File: src/sv/top_k_magnitude_average_top_macros.svh
// ----------------------------------------------------------------------------
// Assertion macros for the top-k magnitude average block
// Concurrent checks clocked on clk and disabled while rst_n is low.
// ----------------------------------------------------------------------------
`ifndef TOP_K_MAGNITUDE_AVERAGE_TOP_MACROS_SVH
`define TOP_K_MAGNITUDE_AVERAGE_TOP_MACROS_SVH

// consequent holds in the same cycle as the antecedent
`define TKMA_ASSERT_SAME(label, ante, cons, msg) \
  label: assert property (@(posedge clk) disable iff (!rst_n) (ante) |-> (cons)) \
    else $error(msg);

// consequent holds in the cycle after the antecedent
`define TKMA_ASSERT_NEXT(label, ante, cons, msg) \
  label: assert property (@(posedge clk) disable iff (!rst_n) (ante) |=> (cons)) \
    else $error(msg);

`endif

File: src/sv/tkma_pkg.sv
// ----------------------------------------------------------------------------
// tkma_pkg
// Shared widths, reset values, magnitude function and divider status type.
// ----------------------------------------------------------------------------
package tkma_pkg;

  localparam int SAMPLE_W     = 32;
  localparam int KEEP_W       = 5;
  localparam int HELD_W       = 5;
  localparam int MAX_KEEP_DEF = 16;

  localparam logic [KEEP_W-1:0]   KEEP_RESET = 5'd16;
  localparam logic [SAMPLE_W-1:0] MOST_NEG   = 32'h8000_0000;
  localparam logic [SAMPLE_W-1:0] MAX_POS    = 32'h7FFF_FFFF;

  typedef struct packed {
    logic busy;
    logic done;
  } tkma_div_stat_t;

  // absolute value, saturated for the most negative sample
  function automatic logic [SAMPLE_W-1:0] tkma_mag(input logic [SAMPLE_W-1:0] raw);
    logic [SAMPLE_W-1:0] res;
    if (raw == MOST_NEG) begin
      res = MAX_POS;
    end else if (raw[SAMPLE_W-1]) begin
      res = ~raw + 32'd1;
    end else begin
      res = raw;
    end
    return res;
  endfunction

endpackage

File: src/sv/tkma_store.sv
// ----------------------------------------------------------------------------
// tkma_store
// Sample store: one write port, one read port with registered read data.
// ----------------------------------------------------------------------------
module tkma_store #(
  parameter int DEPTH = tkma_pkg::MAX_KEEP_DEF,
  parameter int AW    = 4
) (
  input  logic                          clk,
  input  logic                          wr_en,
  input  logic [AW-1:0]                 wr_addr,
  input  logic [tkma_pkg::SAMPLE_W-1:0] wr_data,
  input  logic                          rd_en,
  input  logic [AW-1:0]                 rd_addr,
  output logic [tkma_pkg::SAMPLE_W-1:0] rd_data
);

  logic [tkma_pkg::SAMPLE_W-1:0] mem_r [DEPTH];
  logic [tkma_pkg::SAMPLE_W-1:0] rd_data_r;

  always_ff @(posedge clk) begin
    if (wr_en) begin
      mem_r[wr_addr] <= wr_data;
    end
    if (rd_en) begin
      rd_data_r <= mem_r[rd_addr];
    end
  end

  assign rd_data = rd_data_r;

endmodule

File: src/sv/tkma_div.sv
// ----------------------------------------------------------------------------
// tkma_div
// Restoring unsigned divider, one quotient bit per cycle.
// ----------------------------------------------------------------------------
module tkma_div #(
  parameter int DW = 37,
  parameter int VW = 5
) (
  input  logic                     clk,
  input  logic                     rst_n,
  input  logic                     start,
  input  logic [DW-1:0]            dividend,
  input  logic [VW-1:0]            divisor,
  output tkma_pkg::tkma_div_stat_t stat,
  output logic [DW-1:0]            quotient
);

  localparam int CNT_W = $clog2(DW + 1);

  logic [DW-1:0]    dq_r;
  logic [VW-1:0]    rem_r;
  logic [VW-1:0]    dvs_r;
  logic [CNT_W-1:0] cnt_r;
  logic             busy_r;
  logic             done_r;
  logic [VW:0]      sh;
  logic             ge;
  logic [VW-1:0]    rem_nxt;

  always_comb begin
    sh      = {rem_r, dq_r[DW-1]};
    ge      = sh >= {1'b0, dvs_r};
    rem_nxt = ge ? VW'(sh - {1'b0, dvs_r}) : sh[VW-1:0];
  end

  always_ff @(posedge clk) begin
    if (!rst_n) begin
      busy_r <= 1'b0;
      done_r <= 1'b0;
      cnt_r  <= '0;
    end else begin
      done_r <= 1'b0;
      if (start) begin
        dq_r   <= dividend;
        rem_r  <= '0;
        dvs_r  <= divisor;
        cnt_r  <= CNT_W'(DW);
        busy_r <= 1'b1;
      end else if (busy_r) begin
        dq_r  <= {dq_r[DW-2:0], ge};
        rem_r <= rem_nxt;
        cnt_r <= cnt_r - 1'b1;
        if (cnt_r == CNT_W'(1)) begin
          busy_r <= 1'b0;
          done_r <= 1'b1;
        end
      end
    end
  end

  assign stat.busy = busy_r;
  assign stat.done = done_r;
  assign quotient  = dq_r;

endmodule

File: src/sv/top_k_magnitude_average_top.sv
// ----------------------------------------------------------------------------
// top_k_magnitude_average_top
// Keeps the samples of greatest magnitude and reports their truncated mean.
// ----------------------------------------------------------------------------
// channel | dir | handshake              | payload
// in_     | in  | in_tvalid / in_tready  | in_tdata: sample_value
// out_    | out | out_tvalid / out_tready| out_tdata: average_value, entries_held
// cfg_    | in  | cfg_valid / cfg_ready  | cfg_data: keep_count
//
// One sample runs a store scan of one entry per cycle, then the serial divider at one
// quotient bit per cycle. in_tready is high only while the sequencer is idle.
// A finished result sits in the output register while the next sample is taken.
// Reset clears the held count and sets keep_count to 16; the store is not cleared.
// ----------------------------------------------------------------------------
`include "top_k_magnitude_average_top_macros.svh"

module top_k_magnitude_average_top #(
  parameter int MAX_KEEP = tkma_pkg::MAX_KEEP_DEF
) (
  input  logic                        clk,
  input  logic                        rst_n,
  input  logic                        in_tvalid,
  output logic                        in_tready,
  input  logic [31:0]                 in_tdata,   // [31:0] sample_value
  output logic                        out_tvalid,
  input  logic                        out_tready,
  output logic [39:0]                 out_tdata,  // [31:0] average_value, [36:32] entries_held
  input  logic                        cfg_valid,
  output logic                        cfg_ready,
  input  logic [tkma_pkg::KEEP_W-1:0] cfg_data    // keep_count
);

  localparam int SW  = tkma_pkg::SAMPLE_W;
  localparam int IW  = (MAX_KEEP > 1) ? $clog2(MAX_KEEP) : 1;
  localparam int CW  = $clog2(MAX_KEEP + 1);
  localparam int EW  = (CW > tkma_pkg::KEEP_W) ? CW : tkma_pkg::KEEP_W;
  localparam int AW  = SW + 1 + $clog2(MAX_KEEP);

  typedef enum logic [2:0] {
    ST_IDLE, ST_SCAN, ST_DRAIN, ST_FIX, ST_SUB, ST_DIVS, ST_DIVW, ST_OUT
  } state_t;

  state_t                        state_r;
  logic [tkma_pkg::KEEP_W-1:0]   keep_r;
  logic [CW-1:0]                 held_r;
  logic [SW-1:0]                 sample_r;
  logic [AW-1:0]                 sum_r;
  logic [IW-1:0]                 idx_r;
  logic                          pend_r;
  logic                          first_r;
  logic [SW-1:0]                 least_mag_r;
  logic [SW-1:0]                 least_val_r;
  logic [IW-1:0]                 least_idx_r;
  logic [IW-1:0]                 pidx_r;
  logic                          neg_r;
  logic                          out_valid_r;
  logic [SW-1:0]                 avg_r;
  logic [tkma_pkg::HELD_W-1:0]   out_held_r;

  logic [EW-1:0]                 keep_e;
  logic [EW-1:0]                 eff;
  logic                          append;
  logic                          replace;
  logic                          last_issue;
  logic [SW-1:0]                 rd_data;
  logic [SW-1:0]                 rd_mag;
  logic                          take_least;
  logic                          mem_wr;
  logic [IW-1:0]                 mem_wr_addr;
  logic                          div_start;
  logic [AW-1:0]                 div_dividend;
  tkma_pkg::tkma_div_stat_t      div_stat;
  logic [AW-1:0]                 div_q;
  logic [SW-1:0]                 avg_nxt;

  always_comb begin
    keep_e = EW'(keep_r);
    if (keep_e == '0) begin
      eff = EW'(1);
    end else if (keep_e > EW'(MAX_KEEP)) begin
      eff = EW'(MAX_KEEP);
    end else begin
      eff = keep_e;
    end
    append      = EW'(held_r) < eff;
    replace     = !append && (tkma_pkg::tkma_mag(sample_r) > least_mag_r);
    last_issue  = (CW'(idx_r) + CW'(1)) == held_r;
    rd_mag      = tkma_pkg::tkma_mag(rd_data);
    take_least  = first_r || (rd_mag < least_mag_r);
    mem_wr      = (state_r == ST_FIX) && (append || replace);
    mem_wr_addr = append ? IW'(held_r) : least_idx_r;
    div_start   = state_r == ST_DIVS;
    div_dividend = sum_r[AW-1] ? (~sum_r + AW'(1)) : sum_r;
    avg_nxt     = neg_r ? (~div_q[SW-1:0] + SW'(1)) : div_q[SW-1:0];
  end

  tkma_store #(
    .DEPTH (MAX_KEEP),
    .AW    (IW)
  ) u_store (
    .clk     (clk),
    .wr_en   (mem_wr),
    .wr_addr (mem_wr_addr),
    .wr_data (sample_r),
    .rd_en   (state_r == ST_SCAN),
    .rd_addr (idx_r),
    .rd_data (rd_data)
  );

  tkma_div #(
    .DW (AW),
    .VW (CW)
  ) u_div (
    .clk      (clk),
    .rst_n    (rst_n),
    .start    (div_start),
    .dividend (div_dividend),
    .divisor  (held_r),
    .stat     (div_stat),
    .quotient (div_q)
  );

  always_ff @(posedge clk) begin
    if (!rst_n) begin
      state_r     <= ST_IDLE;
      keep_r      <= tkma_pkg::KEEP_RESET;
      held_r      <= '0;
      pend_r      <= 1'b0;
      out_valid_r <= 1'b0;
    end else begin
      if (cfg_valid) begin
        keep_r <= cfg_data;
      end
      if (out_valid_r && out_tready && state_r != ST_OUT) begin
        out_valid_r <= 1'b0;
      end
      if ((state_r == ST_SCAN || state_r == ST_DRAIN) && pend_r) begin
        sum_r   <= sum_r + AW'(signed'(rd_data));
        first_r <= 1'b0;
        if (take_least) begin
          least_mag_r <= rd_mag;
          least_val_r <= rd_data;
          least_idx_r <= pidx_r;
        end
      end
      unique case (state_r)
        ST_IDLE: begin
          if (in_tvalid) begin
            sample_r <= in_tdata;
            sum_r    <= '0;
            idx_r    <= '0;
            pend_r   <= 1'b0;
            first_r  <= 1'b1;
            state_r  <= (held_r == '0) ? ST_FIX : ST_SCAN;
          end
        end
        ST_SCAN: begin
          pend_r <= 1'b1;
          pidx_r <= idx_r;
          idx_r  <= idx_r + 1'b1;
          if (last_issue) begin
            state_r <= ST_DRAIN;
          end
        end
        ST_DRAIN: begin
          pend_r  <= 1'b0;
          state_r <= ST_FIX;
        end
        ST_FIX: begin
          if (append || replace) begin
            sum_r <= sum_r + AW'(signed'(sample_r));
          end
          if (append) begin
            held_r <= held_r + 1'b1;
          end
          state_r <= replace ? ST_SUB : ST_DIVS;
        end
        ST_SUB: begin
          sum_r   <= sum_r - AW'(signed'(least_val_r));
          state_r <= ST_DIVS;
        end
        ST_DIVS: begin
          neg_r   <= sum_r[AW-1];
          state_r <= ST_DIVW;
        end
        ST_DIVW: begin
          if (div_stat.done) begin
            state_r <= ST_OUT;
          end
        end
        ST_OUT: begin
          if (!out_valid_r || out_tready) begin
            out_valid_r <= 1'b1;
            avg_r       <= avg_nxt;
            out_held_r  <= tkma_pkg::HELD_W'(held_r);
            state_r     <= ST_IDLE;
          end
        end
        default: begin
          state_r <= ST_IDLE;
        end
      endcase
    end
  end

  assign in_tready  = state_r == ST_IDLE;
  assign cfg_ready  = 1'b1;
  assign out_tvalid = out_valid_r;
  assign out_tdata  = {3'b000, out_held_r, avg_r};

  `TKMA_ASSERT_SAME(a_held_bound, 1'b1, held_r <= CW'(MAX_KEEP),
    "held count above store depth")
  `TKMA_ASSERT_NEXT(a_accept_starts, in_tvalid && in_tready,
    state_r == ST_SCAN || state_r == ST_FIX, "sample transfer did not start a scan")
  `TKMA_ASSERT_SAME(a_div_busy_wait, div_stat.busy, state_r == ST_DIVW,
    "divider running outside its wait state")
  `TKMA_ASSERT_SAME(a_out_nonempty, out_tvalid, held_r != '0,
    "result presented with an empty store")

endmodule
File: config.mk
export PLATFORM = sky130hd
export DESIGN_NAME = top_k_magnitude_average_top
export DESIGN_NICKNAME = d
export VERILOG_FILES = /design/src/sv/tkma_pkg.sv /design/src/sv/tkma_store.sv /design/src/sv/tkma_div.sv /design/src/sv/top_k_magnitude_average_top.sv
export VERILOG_INCLUDE_DIRS = /design/src /design/src/sv
export SDC_FILE = /design/constraint.sdc
export NUM_CORES = 1
export LEC_CHECK = 0
export BUFFER_PORTS_ARGS = -buffer_cell sky130_fd_sc_hd__buf_2
export CORE_UTILIZATION = 30
export DETAILED_ROUTE_END_ITERATION = 10
export GPL_TIMING_DRIVEN = 1
export PLACE_DENSITY = 0.54
export REMOVE_ABC_BUFFERS = 1
export SLEW_MARGIN = 10
export SYNTH_ARGS = -nofsm -noshare
export SYNTH_HDL_FRONTEND = slang
export SYNTH_SLANG_ARGS = --single-unit
File: constraint.sdc
create_clock -name clk -period 10.6 [get_ports clk]
set_input_delay 1.59 -clock clk [delete_from_list [all_inputs] [get_ports clk]]
set_output_delay 1.59 -clock clk [all_outputs]
set_load 0.005 [all_outputs]
== Word-level counts from Yosys, hierarchy flattened ==
Memories as Yosys holds them, arrays and structs flattened. A register that Yosys moved wholly into a read port is not among the register bits.
Index checks and enable logic that the tools add are counted.
Storage, ports and cells
  register bits: 254
  bits in writable memories: 512
  memories: 1
Memories
  u_store.mem_r: depth 16, width 32, rd ports 1, clocked after memory_dff 1, write ports 1, RTL line tkma_store.sv:18  | logic [tkma_pkg::SAMPLE_W-1:0] mem_r [DEPTH];
Operators by class
  add/subtract/negate cells: 12
  order comparisons: 5
  equality and inequality tests: 16
  muxes and demuxes: 42
  bitwise operators: 6
  reductions and logical operators: 29
Operators with widths (count)
  $mux 37: 6
  $mux 32: 5
  $pmux 37 s3: 1
  $add 32x1->32 const B: 3
  $not 32->32: 3
  $add 37x37->37: 2
  $eq 32x32->1 const B: 2
  $add 37x1->37 const B: 1
  $not 37->37: 1
  $sub 37x37->37: 1
  $gt 32x32->1: 1
  $lt 32x32->1: 1
  $pmux 3 s8: 1
  $mux 5: 4
  $mux 1: 14
  $eq 3x3->1 const B: 4
  $mux 3: 4
  $mux 6: 2
  $reduce_and 3->1: 4
  $logic_not 5->1: 2
  $reduce_and 2->1: 5
  $mux 4: 2
  $pmux 4 s2: 1
  $eq 3x2->1 const B: 2
  other kinds (26): 38

== Longest topological paths before layout ==
Gate-level depths: netlist of the first run.
  depth after elaboration: 10
  gate-level depth with buffers: 25

== Cells and area by module ==
From an unflattened synthesis of the first run, not the netlist that was laid out.
Unflattened totals
  cells, all modules: 2953
  area, all modules: 40167.3 um2
Modules (own cells, without submodules)
  tkma_store: times used 1, cells each 838, area an instance 20156.8 um2, sequential area each 16335.7 um2
  top_k_magnitude_average_top: times used 1, cells each 1942, area an instance 17501.8 um2, sequential area each 5825.6 um2
  tkma_div: times used 1, cells each 173, area an instance 2508.7 um2, sequential area each 1571.5 um2

== Worst setup path before layout of the first run ==
OpenSTA, ideal clock, no wires.
  path kind: reg-to-reg
  start: reg u_store.rd_data_r, in the netlist u_store.rd_data[10], read port of u_store.mem_r
  end: reg least_idx_r[0] (enable)
  setup time: 0.535 ns
  arrival time: 7.405 ns
  data required time: 10.065 ns
  slack: 2.660 ns
  stages on the path, launching flop included: 20
  path buffers: 2
  period minus slack after synthesis: 7.940 ns
  cell sequence: edfxtp_1 > or4_1 > or2_1 > or3_1 > or2_1 > or4_1 > clkbuf_1 > nand2b_1 > buf_2 > nand2_1 > ha_1 > a21o_1 > a21o_1 > a21oi_1 > nor2_1 > a211oi_1 > o21ai_0 > a21oi_1 > o21ai_0 > a31oi_1
Between the ends
  word-level cells in the longest chain between the ends: 7
  elaborated cells on any way between the ends: 8
  classes of those cells: 1 x add/sub; 1 x order compare; 1 x eq/ne; 2 x mux; 1 x bitwise; 2 x reduce/logical
Ends and longest elaborated chain
  from (decl): RTL line tkma_store.sv:19  | logic [tkma_pkg::SAMPLE_W-1:0] rd_data_r;
  $not 32->32: RTL line tkma_pkg.sv:27  | res = ~raw + 32'd1;
  $add 32x1->32: RTL line tkma_pkg.sv:27
  $mux 32: RTL line tkma_pkg.sv:26  | end else if (raw[SAMPLE_W-1]) begin
  $mux 32 *: RTL line tkma_pkg.sv:24  | if (raw == MOST_NEG) begin
  via rd_mag[25]: RTL line top_k_magnitude_average_top.sv:66  | logic [SW-1:0] rd_mag;
  $lt 32x32->1 *: RTL line top_k_magnitude_average_top.sv:89  | take_least = first_r || (rd_mag < least_mag_r);
  $logic_or 1x1->1 *: RTL line top_k_magnitude_average_top.sv:89
  $reduce_and 3->1 (no source line) *
  to (signal assigned): RTL line top_k_magnitude_average_top.sv:143  | least_idx_r <= pidx_r;
  to (decl): RTL line top_k_magnitude_average_top.sv:53  | logic [IW-1:0] least_idx_r;
The timed path passes the listed nets; every way through them passes the cells marked *.
A chain may end at the register's enable or synchronous reset.

== Final worst setup path of the first run ==
  start: reg sample_r[0]
  end: reg sum_r[33], data pin
Between the ends
  word-level cells in the longest chain between the ends: 9
  elaborated cells on any way between the ends: 11
  classes of those cells: 2 x add/sub; 1 x order compare; 1 x eq/ne; 4 x mux; 1 x bitwise; 2 x reduce/logical
Ends and longest elaborated chain
  from (decl): RTL line top_k_magnitude_average_top.sv:46  | logic [SW-1:0] sample_r;
  from (signal assigned): RTL line top_k_magnitude_average_top.sv:149  | sample_r <= in_tdata;
  $not 32->32: RTL line tkma_pkg.sv:27
  $add 32x1->32: RTL line tkma_pkg.sv:27
  $mux 32: RTL line tkma_pkg.sv:26
  $mux 32: RTL line tkma_pkg.sv:24
  $gt 32x32->1: RTL line top_k_magnitude_average_top.sv:86  | replace = !append && (tkma_pkg::tkma_mag(sample_r) > least_mag_r);
  $logic_and 1x1->1: RTL line top_k_magnitude_average_top.sv:86
  $logic_or 1x1->1: RTL line top_k_magnitude_average_top.sv:170  | if (append || replace) begin
  $mux 37 *: RTL line top_k_magnitude_average_top.sv:170
  $pmux 37 s3 *: RTL line top_k_magnitude_average_top.sv:146  | unique case (state_r)
  to (signal assigned): RTL line top_k_magnitude_average_top.sv:138  | sum_r <= sum_r + AW'(signed'(rd_data));
  to (signal assigned): RTL line top_k_magnitude_average_top.sv:171  | sum_r <= sum_r + AW'(signed'(sample_r));
  to (signal assigned): RTL line top_k_magnitude_average_top.sv:179  | sum_r <= sum_r - AW'(signed'(least_val_r));
  to (decl): RTL line top_k_magnitude_average_top.sv:47  | logic [AW-1:0] sum_r;
Every way passes the cells marked *; elsewhere a longest branch is shown, timed or not.

==> results of run 1 <==
-- final cells by class --
class / count / share of cell area, %
sequential: 798 / 52.07
multi-input combinational: 1871 / 34.04
clock buffer: 101 / 4.892
tap: 1755 / 4.818
timing repair buffer: 148 / 2.026
clock inverter: 57 / 1.235
inverter: 112 / 0.9224
-- power groups by stage --
stage / clock (uW) / sequential, uW / combinational (uW)
after floorplan: 0 / 4150 / 2510
after global routing: 3180 / 4150 / 3840
after global placement: 0 / 4170 / 3420
after CTS: 3070 / 4110 / 3450
after detailed placement: 0 / 4180 / 3430
final: 2990 / 4120 / 3450
-- stage by stage --
stage               worst slack (ns)  instance area [sq um]  utilization [%]  cells
floorplan                      2.392                  39500                -   2781
global placement               3.809                  42780            32.46   4684
detailed placement             3.697                  42780            32.46   4684
CTS                            3.667                  45580            34.58   4842
global route                   3.137                  45580            34.58   4842
finish                         3.708                  45580            34.58   4842
-- layout by cell type, fill, tap and decap left out, drive strengths merged, types with 101 or more instances in the layout --
cell    Yosys  layout
a21oi     138     138
buf        21     148
clkbuf     91     101
edfxtp    775     775
ha        189     189
inv       111     115
mux4      160     160
nand2     255     255
nor2      126     126
o21ai     172     172
xor2      137     137
-- registers in the layout, summed over array words and instances, names as in the netlist, 32 cells and up --
signal,count
u_store.mem_r,512
sum_r,37
u_div.quotient,37
avg_r,32
least_mag_r,32
least_val_r,32
sample_r,32
u_store.rd_data,32
-- metal layers --
metal | global-route usage, % | up-vias | wire, microns
met1 | 21.21 | 12190 | 47480
met2 | 22.82 | 639 | 44820
met3 | 2.201 | 124 | 5162
li1 | - | 11490 | -
met5 | 0 | - | 0
met4 | 3.702 | 0 | 2088
-- path summary, 6_finish.rpt --
path	start	to	depth (start not counted)	slack, ns
max reg2reg	sample_r[0]	sum_r[33]	23	3.71
min	pidx_r[1]	least_idx_r[1]	0	0.42
max	sample_r[0]	sum_r[33]	23	3.71
min reg2reg	pidx_r[1]	least_idx_r[1]	0	0.42
-- logic make-up (layout without fill, tap and decap cells) --
| logic type | after synthesis | count (layout) | synth area share, % |
|---|---|---|---|
| XOR/XNOR | 233 | 233 | 5.109 |
| flip-flops | 798 | 798 | 59.41 |
| other | 2 | 4 | 0.01880 |
| adder cells (fa/ha/maj) | 193 | 193 | 6.120 |
| multiplexers | 173 | 173 | 9.346 |
| buffers and inverters | 224 | 418 | 2.193 |
| AO/OA/AOI/OAI | 622 | 622 | 9.989 |
| AND/OR/NAND/NOR | 646 | 646 | 7.815 |
==> impl_metrics.json, run 1 <==
{
  "post_synth.cell_area_avg_sq_um": 13.82,
  "seq_power_share_pct": 39.0,
  "maxSlewHeadroom_pct": 18.97,
  "critPathBufInv": 2,
  "synth_edf_count": 775,
  "die-area_sq_um": 134600,
  "slew_viol_final": 0,
  "power_uw": 10560,
  "seq_area_frac_synth_pct": 59.41,
  "grt_antenna_before_repair": 5,
  "yosys-top-cells-count": "edfxtp_1 (775), nand2_1 (255), ha_1 (189), o21ai_0 (172), mux4_2 (160)",
  "core_sq_um": 131800,
  "switching_share_pct": 34.34,
  "cpMostUsedCell": "or3_4",
  "rows": 133,
  "peakVddDrop_mv": 0.1271,
  "yosysTopAreaCell": "edfxtp_1",
  "critPathMaxFanout": 30,
  "fin_nets": 3252,
  "cpPeakStageDelay_ns": 0.66,
  "grt_pass1_vias": 24080,
  "overflow": 0,
  "die_h_microns": 366.9,
  "diodes": 0,
  "fillerInstances": 12790,
  "p_leak_uw": 0.01612,
  "netlist_area_sq_um": 39950,
  "dieWidth_microns": 366.9,
  "worstPathArrival_ns": 7.38,
  "fmax_ghz": 0.1451,
  "grt_max_degree": 131,
  "ctsLongestPathBuffers": 3,
  "tightestPinTransition_ns": 1.203,
  "fin_crit_sh_pct": 65.02,
  "first_iter_violations": 1996,
  "ctsHoldBuffers": 0,
  "cp_slowest_cell": "edfxtp_1",
  "cts_sinks": 798,
  "internal_power_uw": 6931,
  "rsz0062_at_grt": "no",
  "synth_async_sr_flop_share_pct": 0,
  "dr.pass1.iters": 5,
  "p_per_area_nw_per_um2": 231.6,
  "cp-end-kind": "register",
  "wirelength_mm": 99.55,
  "drcViolationCount": 0,
  "path_cells": "inv_1, ha_1, nand2b_1, or4_1, or2_1, or3_4, or3_4, nand2b_4, or3_4, nand2b_4, o211ai_1, ha_1, nor2b_1, o21a_1, o21ai_0, a21oi_1, o31ai_1, nand3_1, o21ai_2, buf_4, and2_0, a22oi_1, o211ai_1",
  "yosys_warnings": 0,
  "period_needed_ns": 6.892,
  "h-tree-depth": 3,
  "cap_violations": 0,
  "crit_family": "simple AND/OR/NAND/NOR gates",
  "clock_power_share_pct": 28.3,
  "multi_input_area_sq_um": 15510,
  "cts_tree": "built",
  "vias": 24440,
  "placement.io_buffers": 80,
  "cts_buffers": 86,
  "synth.most_common_cell": "edfxtp_1",
  "yosysTopAreaCellShare_pct": 58.26,
  "ios": 85,
  "antenna_left": 0,
  "hold_viol_final": 0,
  "synth_cells": 2891,
  "cts-resized-gates": 0,
  "hpwlAfterDp_mm": 65.57,
  "holdWs_ns": 0.4181,
  "area_growth_syn_to_layout_pct": 14.09,
  "grt_pass1_wl_mm": 150.6,
  "setup_viol": 0,
  "grtUsageTotal_pct": 14.64,
  "criticalPathCategory": "register to register",
  "synth-seq-cells": 798,
  "post-cts-setup-buffers": 0,
  "layout-drive-gt1-share_pct": 15.52,
  "wl_per_cell_microns": 20.56,
  "vias_per_cell": 5.048,
  "floorplan.initialDensity_pct": 30.31,
  "hp-class": "register to register",
  "insertion_delay_ns": 0.68,
  "pwr-share-comb_pct": 32.7,
  "ctsRootBufferMaster": "clkbuf_16",
  "worst_clock_skew_ns": 0.03641,
  "gp_congestion": 0.8507,
  "status": "finished, final reports clean",
  "fin_setup_tns_ns": 0,
  "clkTransAtPathRegs_ns": 0.06,
  "required_ns": 11.09,
  "cp-start-kind": "register",
  "synth_cell_types": 76,
  "register_area_sq_um": 23730,
  "switchingPower_uw": 3625,
  "synthTopCellsByArea": "edfxtp_1 (58%), mux4_2 (9.0%), ha_1 (5.9%), xor2_1 (3.0%), nand2_1 (2.4%)",
  "synthFlopType": "edfxtp_1"
}
Power figures use the tool's default switching activity.
==> inputs of run 2 (changes only) <==
clock period = 7.1 ns   (was 10.6 ns; I/O delays follow)
==> run 2 against run 1 <==
Cell count rose by 0.33%. Sequential power increased by 49%. Non-clock buffer count up 16. Fmax is 9.7% higher. Clock skew about the same. Global-route usage down 0.16 points. Sequential cell count unchanged. Hold slack improved by 0.0051 ns. Largest power group unchanged. Power grew 51%. Critical path depth unchanged. Critical endpoint is now u_store.mem_r[0][14].
==> impl_metrics.json, run 2 (synthesis gave the netlist of run 1 again) <==
{
  "status": "finished, final reports clean",
  "cpPeakStageDelay_ns": 0.48,
  "placed_area_sq_um": 43050,
  "seq_power_share_pct": 38.6,
  "first_iter_violations": 2129,
  "cts_buffers": 86,
  "wl_per_cell_microns": 20.36,
  "crit_family": "simple AND/OR/NAND/NOR gates",
  "tightestPinTransition_ns": 1.091,
  "preCtsSetupSlack_ns": 0.7943,
  "grtUsageTotal_pct": 14.48,
  "vias_per_cell": 5.026,
  "path_cells": "buf_4, inv_1, ha_1, nand2b_1, or4_1, or2_1, or3_4, or3_4, nand2b_4, or3_4, nand2b_4, nand2_1, ha_1, and3_1, and3_1, nand3_1, nor2b_1, o31ai_1, a31oi_2, o21ai_0, buf_4, nor2_4, buf_4",
  "regMostFlops": "u_store.mem_r",
  "cp-start-kind": "register",
  "p_leak_uw": 0.01626,
  "diodes": 0,
  "cts_sinks": 798,
  "fmax_ghz": 0.1592,
  "floorplan.initialDensity_pct": 30.31,
  "fin_nets": 3268,
  "hold_viol_final": 0,
  "cts-resized-gates": 0,
  "grt_max_degree": 132,
  "overflow": 0,
  "cp_slowest_cell": "a31oi_2",
  "final_common_cell": "edfxtp_1",
  "fin_ws_ns": 0.8177,
  "core_sq_um": 131800,
  "p_per_area_nw_per_um2": 346.2,
  "ctsLongestPathBuffers": 3,
  "rsz0062_at_grt": "no",
  "vias": 24420,
  "critPathBufInv": 4,
  "peakVddDrop_mv": 0.2177,
  "switching_share_pct": 34.31,
  "drcViolationCount": 0,
  "worstPathArrival_ns": 6.56,
  "dr.pass1.iters": 7,
  "switchingPower_uw": 5451,
  "largest_reg_flops": 512,
  "antenna_left": 0,
  "ctsRootBufferMaster": "clkbuf_16",
  "cp-end-kind": "register",
  "area_growth_syn_to_layout_pct": 14.89,
  "hp-class": "register to register",
  "power_uw": 15890,
  "internal_power_uw": 10440,
  "ios": 85,
  "clock_power_share_pct": 28.5,
  "gp_congestion": 0.8743,
  "grt_pass1_vias": 24000,
  "required_ns": 7.38,
  "slew_viol_final": 0,
  "fin_util_pct": 34.82,
  "die-area_sq_um": 134600,
  "maxSlewHeadroom_pct": 27.25,
  "cts_tree": "built",
  "setup_viol": 0,
  "final_cell_mix": "edfxtp_1 (775), nand2_1 (255), ha_1 (189)",
  "fin_crit_sh_pct": 88.48,
  "clkTransAtPathRegs_ns": 0.06,
  "critPathMaxFanout": 32,
  "placement.io_buffers": 80,
  "cap_violations": 0,
  "pwr-share-comb_pct": 32.9,
  "dieWidth_microns": 366.9,
  "rows": 133,
  "die_h_microns": 366.9,
  "post-cts-setup-buffers": 0,
  "worst_clock_skew_ns": 0.03656,
  "grt_antenna_before_repair": 1,
  "hpwlAfterDp_mm": 69.08,
  "layout-drive-gt1-share_pct": 15.92,
  "postLayoutCellArea_sq_um": 45900,
  "wirelength_mm": 98.89,
  "ctsHoldBuffers": 0,
  "period_needed_ns": 6.282,
  "h-tree-depth": 3,
  "criticalPathCategory": "register to register",
  "insertion_delay_ns": 0.67,
  "grt_pass1_wl_mm": 149.3
}
==> run 2: changes by cell type in the layout (fill, tap and decap cells not counted), sizes merged <==
| cell | delta |
|---|---|
| buf | +16 |
| clkinvlp | -5 |
| inv | -1 |
| clkinv | -3 |
| bufinv | +1 |
| clkbuf | +8 |
==> run 2: layout make-up <==
type | count | area [sq um]
tap | 1755 | 2196
sequential | 798 | 23730
multi-input combinational | 1871 | 15520
timing repair buffer | 164 | 1181
fill | 12770 | 85900
inverter | 112 | 420.4
clock inverter | 49 | 556.8
clock buffer | 109 | 2290
==> run 2: final timing paths <==
kind | from | end | slack, ns | depth (start not counted)
min | pidx_r[1] | least_idx_r[1] | 0.42 | 0
max reg2reg | sample_r[0] | u_store.mem_r[0][14] | 0.82 | 23
min reg2reg | pidx_r[1] | least_idx_r[1] | 0.42 | 0
max | sample_r[0] | u_store.mem_r[0][14] | 0.82 | 23
==> run 2: power by group through the flow <==
stage | combinational, uW | clock (uW) | sequential (uW)
after floorplan | 3750 | 0 | 6190
after global placement | 5190 | 0 | 6210
after detailed placement | 5200 | 0 | 6210
after CTS | 5230 | 4640 | 6110
after global routing | 5800 | 4820 | 6160
final | 5230 | 4530 | 6130
==> run 2: metal layers <==
metal,track usage [%],vias up,share of wire (%)
li1,-,11520,-
met1,22.04,12170,50
met2,21.80,610,43
met3,1.937,114,4.9
met4,3.021,0,1.7
met5,0,-,0
==> run 2: per-stage QoR <==
step | hold slack [ns] | instances | TNS (ns)
after CTS | 0.4270 | 4858 | 0
after floorplan | 0.4003 | 2781 | -416.93
final | 0.4232 | 4858 | 0
after global placement | 0.4062 | 4699 | 0
after global routing | 0.4309 | 4858 | 0
after detailed placement | 0.4158 | 4700 | 0
